==> config.mk <==
export PLATFORM = sky130hd
export DESIGN_NAME = shortest_job_first_queue_unit
export DESIGN_NICKNAME = d
export VERILOG_FILES = /design/src/rtl/sjfq_pkg.sv /design/src/rtl/sjfq_ram.sv /design/src/rtl/sjfq_seq.sv /design/src/rtl/shortest_job_first_queue_unit.sv
export SDC_FILE = /design/constraint.sdc
export NUM_CORES = 1
export LEC_CHECK = 0
export BUFFER_PORTS_ARGS = -buffer_cell sky130_fd_sc_hd__buf_4
export CORE_MARGIN = 5
export CORE_UTILIZATION = 45
export CTS_BUF_LIST = sky130_fd_sc_hd__clkbuf_8
export DETAILED_ROUTE_END_ITERATION = 10
export SLEW_MARGIN = 40
export SYNTH_ARGS = -nofsm -noshare
export SYNTH_HDL_FRONTEND = slang
export SYNTH_SLANG_ARGS = --single-unit
==> constraint.sdc <==
create_clock -name clk -period 5.1 [get_ports clk]
set_clock_uncertainty 0.1 [all_clocks]
set_input_delay 0.51 -clock clk [delete_from_list [all_inputs] [get_ports clk]]
set_output_delay 0.51 -clock clk [all_outputs]
set_load 0.01 [all_outputs]
==> src/rtl/sjfq_pkg.sv <==
`default_nettype none
package sjfq_pkg;

	// Queue geometry
	localparam int DEPTH   = 16;
	localparam int ADDR_W  = (DEPTH > 1) ? $clog2(DEPTH) : 1;
	localparam int CNT_W   = $clog2(DEPTH + 1);
	localparam int ID_W    = 8;
	localparam int KEY_W   = 16;
	localparam int ENTRY_W = KEY_W + ID_W;

	// Request kinds
	localparam logic REQ_INSERT = 1'b0;
	localparam logic REQ_POP    = 1'b1;

	// One incoming request
	typedef struct packed {
		logic             req_type;
		logic [ID_W-1:0]  job_id;
		logic [KEY_W-1:0] run_time;
	} req_t;

	// One outgoing result
	typedef struct packed {
		logic             pop_valid;
		logic             insert_dropped;
		logic [ID_W-1:0]  job_id;
		logic [KEY_W-1:0] run_time;
		logic [CNT_W-1:0] entries_held;
	} res_t;

	// Map a position in sorted order onto a storage slot of the ring
	function automatic logic [ADDR_W-1:0] phys_addr(input logic [ADDR_W-1:0] head,
			input logic [ADDR_W-1:0] pos);
		logic [ADDR_W:0] sum;
		sum = {1'b0, head} + {1'b0, pos};
		if (sum >= (ADDR_W+1)'(DEPTH)) begin
			sum = sum - (ADDR_W+1)'(DEPTH);
		end
		return sum[ADDR_W-1:0];
	endfunction

endpackage
`default_nettype wire

==> src/rtl/sjfq_ram.sv <==
`default_nettype none
module sjfq_ram #(
	parameter int WIDTH = 24,
	parameter int DEPTH = 16
) (
	input  wire                                      clk,
	input  wire                                      we,
	input  wire  [((DEPTH > 1) ? $clog2(DEPTH) : 1)-1:0] waddr,
	input  wire  [WIDTH-1:0]                         wdata,
	input  wire  [((DEPTH > 1) ? $clog2(DEPTH) : 1)-1:0] raddr,
	output logic [WIDTH-1:0]                         rdata
);

	logic [WIDTH-1:0] mem_q [DEPTH];

	// Write one word, read one word registered
	always_ff @(posedge clk) begin
		if (we) begin
			mem_q[waddr] <= wdata;
		end
		rdata <= mem_q[raddr];
	end

endmodule
`default_nettype wire

==> src/rtl/sjfq_seq.sv <==
`default_nettype none
module sjfq_seq (
	input  wire                                clk,
	input  wire                                arst_n,
	input  wire                                start,
	input  wire  sjfq_pkg::req_t               req,
	output logic                               ready,
	input  wire                                out_free,
	output logic                               done,
	output sjfq_pkg::res_t                     res,
	output logic                               ram_we,
	output logic [sjfq_pkg::ADDR_W-1:0]        ram_waddr,
	output logic [sjfq_pkg::ENTRY_W-1:0]       ram_wdata,
	output logic [sjfq_pkg::ADDR_W-1:0]        ram_raddr,
	input  wire  [sjfq_pkg::ENTRY_W-1:0]       ram_rdata
);

	localparam logic [2:0] ST_IDLE  = 3'd0;
	localparam logic [2:0] ST_SCAN  = 3'd1;
	localparam logic [2:0] ST_PLACE = 3'd2;
	localparam logic [2:0] ST_POPRD = 3'd3;
	localparam logic [2:0] ST_FIN   = 3'd4;

	logic [2:0]                      state_q, state_d;
	logic [sjfq_pkg::ADDR_W-1:0]     head_q, head_d;
	logic [sjfq_pkg::CNT_W-1:0]      count_q, count_d;
	logic [sjfq_pkg::ADDR_W-1:0]     idx_q, idx_d;
	logic [sjfq_pkg::ID_W-1:0]       job_q, job_d;
	logic [sjfq_pkg::KEY_W-1:0]      rt_q, rt_d;
	logic                            pop_valid_q, pop_valid_d;
	logic                            dropped_q, dropped_d;
	logic [sjfq_pkg::ID_W-1:0]       res_id_q, res_id_d;
	logic [sjfq_pkg::KEY_W-1:0]      res_rt_q, res_rt_d;
	logic [sjfq_pkg::CNT_W-1:0]      last_pos;
	logic [sjfq_pkg::KEY_W-1:0]      rd_key;
	logic                            key_greater;

	assign ready    = (state_q == ST_IDLE);
	assign last_pos = count_q - sjfq_pkg::CNT_W'(1);
	assign rd_key   = ram_rdata[sjfq_pkg::ENTRY_W-1:sjfq_pkg::ID_W];
	// Compare unit: stored key against the key being placed
	assign key_greater = (rd_key > rt_q);

	// Result as held for the output register
	always_comb begin
		res.pop_valid      = pop_valid_q;
		res.insert_dropped = dropped_q;
		res.job_id         = res_id_q;
		res.run_time       = res_rt_q;
		res.entries_held   = count_q;
	end

	// Sequencer: inserts walk the queue from the tail, moving larger keys up one slot; pops take the head entry
	always_comb begin
		state_d     = state_q;
		head_d      = head_q;
		count_d     = count_q;
		idx_d       = idx_q;
		job_d       = job_q;
		rt_d        = rt_q;
		pop_valid_d = pop_valid_q;
		dropped_d   = dropped_q;
		res_id_d    = res_id_q;
		res_rt_d    = res_rt_q;
		done        = 1'b0;
		ram_we      = 1'b0;
		ram_waddr   = sjfq_pkg::phys_addr(head_q, idx_q);
		ram_wdata   = {rt_q, job_q};
		ram_raddr   = head_q;
		case (state_q)
			ST_IDLE: begin
				if (start) begin
					job_d       = req.job_id;
					rt_d        = req.run_time;
					pop_valid_d = 1'b0;
					dropped_d   = 1'b0;
					res_id_d    = '0;
					res_rt_d    = '0;
					if (req.req_type == sjfq_pkg::REQ_POP) begin
						if (count_q == '0) begin
							state_d = ST_FIN;
						end else begin
							ram_raddr = head_q;
							state_d   = ST_POPRD;
						end
					end else if (count_q == sjfq_pkg::CNT_W'(sjfq_pkg::DEPTH)) begin
						dropped_d = 1'b1;
						state_d   = ST_FIN;
					end else if (count_q == '0) begin
						ram_we    = 1'b1;
						ram_waddr = head_q;
						ram_wdata = {req.run_time, req.job_id};
						count_d   = count_q + sjfq_pkg::CNT_W'(1);
						state_d   = ST_FIN;
					end else begin
						ram_raddr = sjfq_pkg::phys_addr(head_q,
							last_pos[sjfq_pkg::ADDR_W-1:0]);
						idx_d     = count_q[sjfq_pkg::ADDR_W-1:0];
						state_d   = ST_SCAN;
					end
				end
			end
			ST_SCAN: begin
				ram_we    = 1'b1;
				ram_waddr = sjfq_pkg::phys_addr(head_q, idx_q);
				if (key_greater) begin
					// Move the larger entry up; fetch the next one down
					ram_wdata = ram_rdata;
					ram_raddr = sjfq_pkg::phys_addr(head_q,
						idx_q - sjfq_pkg::ADDR_W'(2));
					idx_d     = idx_q - sjfq_pkg::ADDR_W'(1);
					if (idx_q == sjfq_pkg::ADDR_W'(1)) begin
						state_d = ST_PLACE;
					end
				end else begin
					// Equal or smaller key stays ahead: drop the new job in here
					ram_wdata = {rt_q, job_q};
					count_d   = count_q + sjfq_pkg::CNT_W'(1);
					state_d   = ST_FIN;
				end
			end
			ST_PLACE: begin
				ram_we    = 1'b1;
				ram_waddr = head_q;
				ram_wdata = {rt_q, job_q};
				count_d   = count_q + sjfq_pkg::CNT_W'(1);
				state_d   = ST_FIN;
			end
			ST_POPRD: begin
				pop_valid_d = 1'b1;
				res_id_d    = ram_rdata[sjfq_pkg::ID_W-1:0];
				res_rt_d    = rd_key;
				head_d      = sjfq_pkg::phys_addr(head_q, sjfq_pkg::ADDR_W'(1));
				count_d     = count_q - sjfq_pkg::CNT_W'(1);
				state_d     = ST_FIN;
			end
			ST_FIN: begin
				if (out_free) begin
					done    = 1'b1;
					state_d = ST_IDLE;
				end
			end
			default: begin
				state_d = ST_IDLE;
			end
		endcase
	end

	// Control state
	always_ff @(posedge clk or negedge arst_n) begin
		if (!arst_n) begin
			state_q <= ST_IDLE;
			head_q  <= '0;
			count_q <= '0;
		end else begin
			state_q <= state_d;
			head_q  <= head_d;
			count_q <= count_d;
		end
	end

	// Working and result registers
	always_ff @(posedge clk) begin
		idx_q       <= idx_d;
		job_q       <= job_d;
		rt_q        <= rt_d;
		pop_valid_q <= pop_valid_d;
		dropped_q   <= dropped_d;
		res_id_q    <= res_id_d;
		res_rt_q    <= res_rt_d;
	end

endmodule
`default_nettype wire

==> src/rtl/shortest_job_first_queue_unit.sv <==
`default_nettype none
// Shortest-job-first hold queue. Keeps up to DEPTH (16) jobs in a ring memory,
// sorted by run time with equal run times in arrival order. s_tuser picks the
// request: insert (0) or pop (1). Every request yields exactly one result item.
// An insert walks the queue from the tail, one entry per cycle through the
// memory's one read port and one write port and one key comparator, moving
// each larger entry up one slot, then writes the new job in the gap. A pop
// reads the head entry and finishes. A pop on an empty queue, an insert into
// an empty queue and an insert into a full queue go straight to finishing. A new
// request is taken only when the previous one has finished. A finished result
// waits in an output register; the next request is accepted meanwhile, but
// the sequencer holds in its last cycle until that register is taken.
module shortest_job_first_queue_unit (
	input  wire         clk,
	input  wire         arst_n,
	input  wire         s_tvalid,
	output logic        s_tready,
	input  wire  [23:0] s_tdata,   // job_id[7:0], run_time[23:8]
	input  wire  [0:0]  s_tuser,   // req_type[0]
	output logic        m_tvalid,
	input  wire         m_tready,
	output logic [31:0] m_tdata,   // out_job_id[7:0], out_run_time[23:8],
	                               // entries_held[28:24], zero[31:29]
	output logic [1:0]  m_tuser    // pop_valid[0], insert_dropped[1]
);

	sjfq_pkg::req_t                req;
	sjfq_pkg::res_t                res;
	sjfq_pkg::res_t                out_q;
	logic                          out_valid_q;
	logic                          seq_ready;
	logic                          seq_done;
	logic                          out_free;
	logic                          ram_we;
	logic [sjfq_pkg::ADDR_W-1:0]   ram_waddr;
	logic [sjfq_pkg::ADDR_W-1:0]   ram_raddr;
	logic [sjfq_pkg::ENTRY_W-1:0]  ram_wdata;
	logic [sjfq_pkg::ENTRY_W-1:0]  ram_rdata;

	// Unpack request
	always_comb begin
		req.req_type = s_tuser[0];
		req.job_id   = s_tdata[7:0];
		req.run_time = s_tdata[23:8];
	end

	assign s_tready = seq_ready;
	assign out_free = !out_valid_q || m_tready;

	sjfq_seq u_seq (
		.clk       (clk),
		.arst_n    (arst_n),
		.start     (s_tvalid && seq_ready),
		.req       (req),
		.ready     (seq_ready),
		.out_free  (out_free),
		.done      (seq_done),
		.res       (res),
		.ram_we    (ram_we),
		.ram_waddr (ram_waddr),
		.ram_wdata (ram_wdata),
		.ram_raddr (ram_raddr),
		.ram_rdata (ram_rdata)
	);

	sjfq_ram #(
		.WIDTH (sjfq_pkg::ENTRY_W),
		.DEPTH (sjfq_pkg::DEPTH)
	) u_ram (
		.clk   (clk),
		.we    (ram_we),
		.waddr (ram_waddr),
		.wdata (ram_wdata),
		.raddr (ram_raddr),
		.rdata (ram_rdata)
	);

	// Output register: load a finished item, drop it once taken
	always_ff @(posedge clk or negedge arst_n) begin
		if (!arst_n) begin
			out_valid_q <= 1'b0;
		end else if (seq_done) begin
			out_valid_q <= 1'b1;
		end else if (m_tready) begin
			out_valid_q <= 1'b0;
		end
	end

	always_ff @(posedge clk) begin
		if (seq_done) begin
			out_q <= res;
		end
	end

	// Pack result
	assign m_tvalid = out_valid_q;
	always_comb begin
		m_tdata        = '0;
		m_tdata[7:0]   = out_q.job_id;
		m_tdata[23:8]  = out_q.run_time;
		m_tdata[28:24] = out_q.entries_held;
		m_tuser[0]     = out_q.pop_valid;
		m_tuser[1]     = out_q.insert_dropped;
	end

endmodule
`default_nettype wire

# Yosys cells after proc, flatten, opt, wreduce, memory -nomap -nowiden
# Memories as Yosys holds them, arrays and structs flattened. A register that Yosys moved wholly into a read port is not among the register bits.
# Index checks and enable logic that the tools add are counted.
# word_totals
input_bits	29
out_inout_bits	36
mem_bits_rw	384
wordCells	125
mem_count	1
reg_bits	98
# mem_list
memory	words	word_bits	read_ports	rd_ports_with_merged_regs	write_ports	line	source
u_ram.mem_q	16	24	1	1	1	sjfq_ram.sv:14	logic [WIDTH-1:0] mem_q [DEPTH];
# classes
n_lt_le_gt_ge	5
muxes	60
addsub	12
reduce_logical	16
n_eq_ne	15
# op_table
operator	n
two-way mux 24 bit	5
two-way mux 4 bit	18
one-hot mux 24 bit (2 select lines)	1
one-hot mux 16 bit (2 select lines)	1
two-way mux 5 bit	5
two-way mux 3 bit	8
one-hot mux 4 bit (2 select lines)	3
greater-or-equal comparator 5 bit (second input constant)	4
one-hot mux 5 bit (4 select lines)	1
subtractor 4 x 1 -> 4 bit (second input constant)	5
greater-than comparator 16 bit	1
two-way mux 16 bit	1
one-hot mux 8 bit (2 select lines)	1
adder 4 x 4 -> 5 bit	3
two-way mux 1 bit	12
one-hot mux 3 bit (4 select lines)	1
AND reduction 6 bit	2
!= test 2 bit (second input constant)	5
two-way mux 8 bit	1
equality test 3 x 2 -> 1 bit (second input constant)	2
!= test 2 x 1 -> 1 bit (second input constant)	3
nonzero test 2 bit	3
adder 4 x 1 -> 5 bit (second input constant)	1
adder 5 x 1 -> 5 bit (second input constant)	1
other kinds (17)	20

# Longest topological paths before layout
# depth
ltp_word	9
mapped_depth	13

# Modules after synthesis
# A second synthesis with hierarchy kept.
# unflattened
cells_unflattened	1064
hier_area_um2	20179.4
# by_module_without_submodules
mod	cells_each	area_per_inst_um2	n_inst
sjfq_ram	636	14930.6	1
sjfq_seq	389	4237.8	1
shortest_job_first_queue_unit	39	1011.0	1

# Worst setup path after synthesis
# OpenSTA, ideal clock, no wires.
# synth_path
path_kind	flip-flop to flip-flop
startpoint	reg u_seq.count_q[0] (netlist bit)
endpoint	mem u_ram.mem_q[14][0] (enable)
arrival_ns	3.450
setup_time_ns	0.405
required_time_ns	4.595
path_stages_with_launch	11
slack_ns	1.145
cell_sequence	dfrtp_1 -> inv_1 -> ha_1 -> or3b_1 -> buf_2 -> nor4_2 -> a31o_2 -> nor2_1 -> xnor2_1 -> or2_2 -> nor2_1
# synth_between
elab_chain_cells	8
# synth_lines
element	line	source
from (decl)	sjfq_seq.sv:26	logic [sjfq_pkg::CNT_W-1:0] count_q, count_d;
from (signal assigned)	sjfq_seq.sv:158	count_q <= count_d;
logical NOT 5 bit	sjfq_seq.sv:89	end else if (count_q == '0) begin
two-way mux 1 bit	sjfq_seq.sv:89	
two-way mux 1 bit	sjfq_seq.sv:86	end else if (count_q == sjfq_pkg::CNT_W'(sjfq_pkg::DEPTH)) begin
two-way mux 1 bit	sjfq_seq.sv:79	if (req.req_type == sjfq_pkg::REQ_POP) begin
two-way mux 1 bit	sjfq_seq.sv:72	if (start) begin
one-hot mux 1 bit (2 select lines)	sjfq_seq.sv:70	case (state_q)
two-way mux 1 bit	sjfq_ram.sv:18	if (we) begin
two-way mux 1 bit (implied by the code)	sjfq_ram.sv:19	mem_q[waddr] <= wdata;
to (decl)	sjfq_ram.sv:14	
# Several ways; a longest one is shown, not always the timed one.

# Worst setup path after layout
# layout_path
startpoint	reg u_seq.count_q[0] (netlist bit)
endpoint	reg u_ram.rdata[16], read port of u_ram.mem_q
# layout_between
elab_chain_cells	9
# layout_lines
element	line	source
subtractor 5 x 1 -> 5 bit	sjfq_seq.sv:39	assign last_pos = count_q - sjfq_pkg::CNT_W'(1);
adder 4 x 4 -> 5 bit	sjfq_pkg.sv:36	sum = {1'b0, head} + {1'b0, pos};
subtractor 4 x 1 -> 4 bit or greater-or-equal comparator 5 bit (tied branches)	sjfq_pkg.sv:38, sjfq_pkg.sv:37	
two-way mux 4 bit	sjfq_pkg.sv:37	if (sum >= (ADDR_W+1)'(DEPTH)) begin
two-way mux 4 bit	sjfq_seq.sv:89	
two-way mux 4 bit (*)	sjfq_seq.sv:86	
two-way mux 4 bit (*)	sjfq_seq.sv:79	
two-way mux 4 bit (*)	sjfq_seq.sv:72	
one-hot mux 4 bit (2 select lines) (*)	sjfq_seq.sv:70	
to (decl)	sjfq_ram.sv:11	output logic [WIDTH-1:0] rdata
# Every way passes the cells marked *; elsewhere a longest branch is shown, timed or not.
# A chain may end at the register's enable or synchronous reset.

==> results by group <==
Worst setup path
  – Bufs and invs on worst path: 3
  – Worst Setup End Kind: register
  – Worst Path Arrival: 4.31 ns
  – CP cell instances: inv_1, ha_1, fa_1, xor2_1, nor2_1, mux2i_1, o22ai_1, a211oi_2, a211oi_4, buf_6, buf_4, a32oi_1, and4_1
  – Max FO, Critical Path: 9
  – Largest delay share family, worst path: compound AO/OA/AOI/OAI gates
  – Crit path kind: register to register
  – Worst path slowest cell: a211oi_2
  – Worst setup SP type: register
  – Slowest stage delay, CP: 0.67 ns
  – Data required, critical path: 5.55 ns

Floorplanning
  – Io pins: 65
  – Cell row count: 78
  – Full die area: 49,700 sq um
  – CORE AREA: 45,100 sq um
  – Starting density of the core: 45.3%
  – Die W: 223 um
  – Die H: 223 um

Outcome
  – Status: finished clean

Clock tree
  – Htree depth: 3
  – Post-cts resize count: 0
  – Num Clock Sinks: 506
  – Num CTS Buffers: 80
  – Root Driver: clkbuf_8
  – Worst-path clk slew: 0.06 ns
  – Clk Latency, worst-skew pair: 0.64 ns
  – Bufs on Longest Clock Path: 3
  – CTS tree: built

Pwr
  – Leak: 8.44 nW
  – VDD IR-drop max: 0.000490 V
  – Power, Total: 0.0161 W
  – PwrDens: 681 nW/um^2

Synth
  – Post-synth top area share: 69.0%
  – Synth cell count leaders: 469 x edfxtp_1, 257 x nand2_1, 95 x mux2i_1, 93 x a32oi_1
  – Top-count cell post-synth: edfxtp_1
  – Gate count of the mapped netlist: 1,333
  – Async set-reset flop share out of synthesis: 2.57%
  – Mapped Area: 20,400 sq um
  – Count of cell types in the netlist: 70
  – Post-synth EDFFs: 469
  – Primary FF master, synth: edfxtp_1
  – Yosys reg bits: 506
  – Synthesized area per cell: 15.3 sq um
  – Top cell type by total area after synthesis: edfxtp_1
  – Synthesis Warnings: 0
  – Sequential fraction of the synthesis area: 72.9%
  – Largest cells by area after synthesis: edfxtp_1 69%, nand2_1 4.7%, mux2i_1 4.7%

GRT
  – Tot GR Track Use: 19.2%
  – Largest net degree at the start of global routing: 61
  – Total grt overflow: 0
  – First-pass GRT wire length: 72,600 um
  – Initial antenna violation count: 1
  – Vias in the first global route: 11,700

Cells and area
  – Register area: 14,900 sq um
  – Area grow syn2layout: 15.5%
  – Fraction of layout cells with a size suffix above 1: 17.0%
  – Fill cell count: 3,699
  – Area of the multi-input gates: 5250 sq um
  – Count of nets after finishing: 1,542

Timing
  – Setup TNS: 0 ns
  – Final Hold Vio Count: 0
  – Tmin final: 3.86 ns
  – Final Setup Violations: 0
  – Max Freq: 259 MHz
  – Unrepaired setup endpoints after global routing: no
  – Pins Over Slew Limit: 0
  – Worst-Margin Slew: 0.785 ns
  – Fin crit share: 75.6%
  – Max_slew headroom: 47.6%

Route
  – Final ANT Viol Nets: 0
  – Detailed Route WL: 48,800 um
  – Residual DRC: 0
  – Iter 0 DRT Violations: 1,050
  – DR vias: 11,900
  – Via density: 5.53
  – Routed len/inst: 22.8 um
  – Detailed Routing Iterations Pass 1: 7

Placed design
  – Post-DP HPWL: 28,500 um
  – Port Buffer Count: 61
  – Final GP Congestion: 0.815

Flow run
  – Max-cap viol count: 0

Min path
  – Hold Crit Class: primary input to register
==> layout by cell type (no fill, tap or decap), drive strengths merged, types with 3 or more instances in the layout <==
cell type and n:
bufinv 3, o211ai 3, nand2b 4, edfxtp 469, nor4 8, nor2b 5
a22oi 29, xnor2 13, clkinv 20, dfxtp 24, ha 32, nand4 8
a21o 3, nor2 33, fa 3, dlygate4sd3 25, o21ai 12, dfrtp 13
and2 23, nand2 257, mux2i 96, conb 3, clkbuf 85, nand3 6
inv 70, or2 3, a32oi 93, xor2 6, a211oi 5, a21oi 20
mux2 10, and4 23, buf 103
==> per-layer routing <==
| layer | vias up | track usage, % | wire length (um) |
|---|---|---|---|
| met5 | - | 0 | 0 |
| met4 | 0 | 6.38 | 1110 |
| met3 | 77 | 3.07 | 2920 |
| met2 | 394 | 30.8 | 23000 |
| met1 | 5992 | 27.0 | 21800 |
| li1 | 5398 | - | - |
==> state kept, by name (all words and copies together), names as in the netlist <==
signal and flops:
m_tvalid 1, u_ram.mem_q 384, u_seq.dropped_q 1, u_seq.head_q 4, u_seq.state_q 3, m_tdata 29, u_ram.rdata 24, u_seq.pop_valid_q 1
u_seq.res_id_q 8, u_seq.count_q 5, u_seq.rt_q 16, u_seq.job_q 8, u_seq.idx_q 4, m_tuser 2, u_seq.res_rt_q 16
==> where the power goes <==
part           internal, W  switching, W
Combinational      0.00223       0.00435
Sequential         0.00588      0.000399
Clock              0.00169       0.00152
Total              0.00980       0.00627
==> cell type report <==
cell class | instances | area share (%)
tap | 600 | 3.18
antenna | 2 | 0.0212
clock buffer | 85 | 4.96
clock inverter | 60 | 1.38
timing repair buffer | 128 | 4.57
multi-input combinational | 729 | 22.2
inverter | 33 | 0.525
sequential | 506 | 63.1
==> worst min-delay path, delay by kind of cell <==
kind	cells	cell delay [ns]
buffers and inverters	1	0.13
AOI/OAI and AO/OA	1	0.08
and+or+nand+nor	1	0.08
==> path summary, 6_finish.rpt <==
path                                   start          endpoint  slack [ns]  depth (start not counted)
hold reg to reg            u_seq.res_id_q[6]        m_tdata[6]        0.31                          0
hold / removal                       s_tuser  u_seq.state_q[1]        0.13                          3
min in group asynchronous             arst_n  u_seq.count_q[1]        0.17                          2
setup reg to reg            u_seq.count_q[0]   u_ram.rdata[16]        1.24                         13
setup / recovery            u_seq.count_q[0]   u_ram.rdata[16]        1.24                         13
max in group asynchronous             arst_n   u_seq.head_q[1]        4.56                          2
==> timing repair <==
action,4_1_cts,5_1_grt
hold buffers,25,0
endpoints found under the hold margin,37,0
buffers inserted,0,0
setup endpoints to repair,0,0
==> through the flow <==
stage / util, % / area, sq um / setup WS (ns) / instances / hold slack (ns)
global placement: 48.4 / 21800 / 1.22 / 1970 / 0.268
global route: 52.3 / 23600 / 0.998 / 2142 / 0.134
floorplan: - / 20400 / 1.15 / 1335 / 0.114
finish: 52.3 / 23600 / 1.24 / 2143 / 0.126
CTS: 52.3 / 23600 / 1.11 / 2140 / 0.0821
detailed placement: 48.4 / 21800 / 1.10 / 1970 / 0.267
==> logic make-up after synthesis <==
family / synth area share [%]
compound gates: 7.54
xor+xnor: 0.815
fa+ha+maj: 2.26
buf+inv: 2.35
flops: 72.9
mux: 5.28
other cells: 0.0184
simple gates: 8.82
No activity file was read; power rests on OpenSTA's default activity.
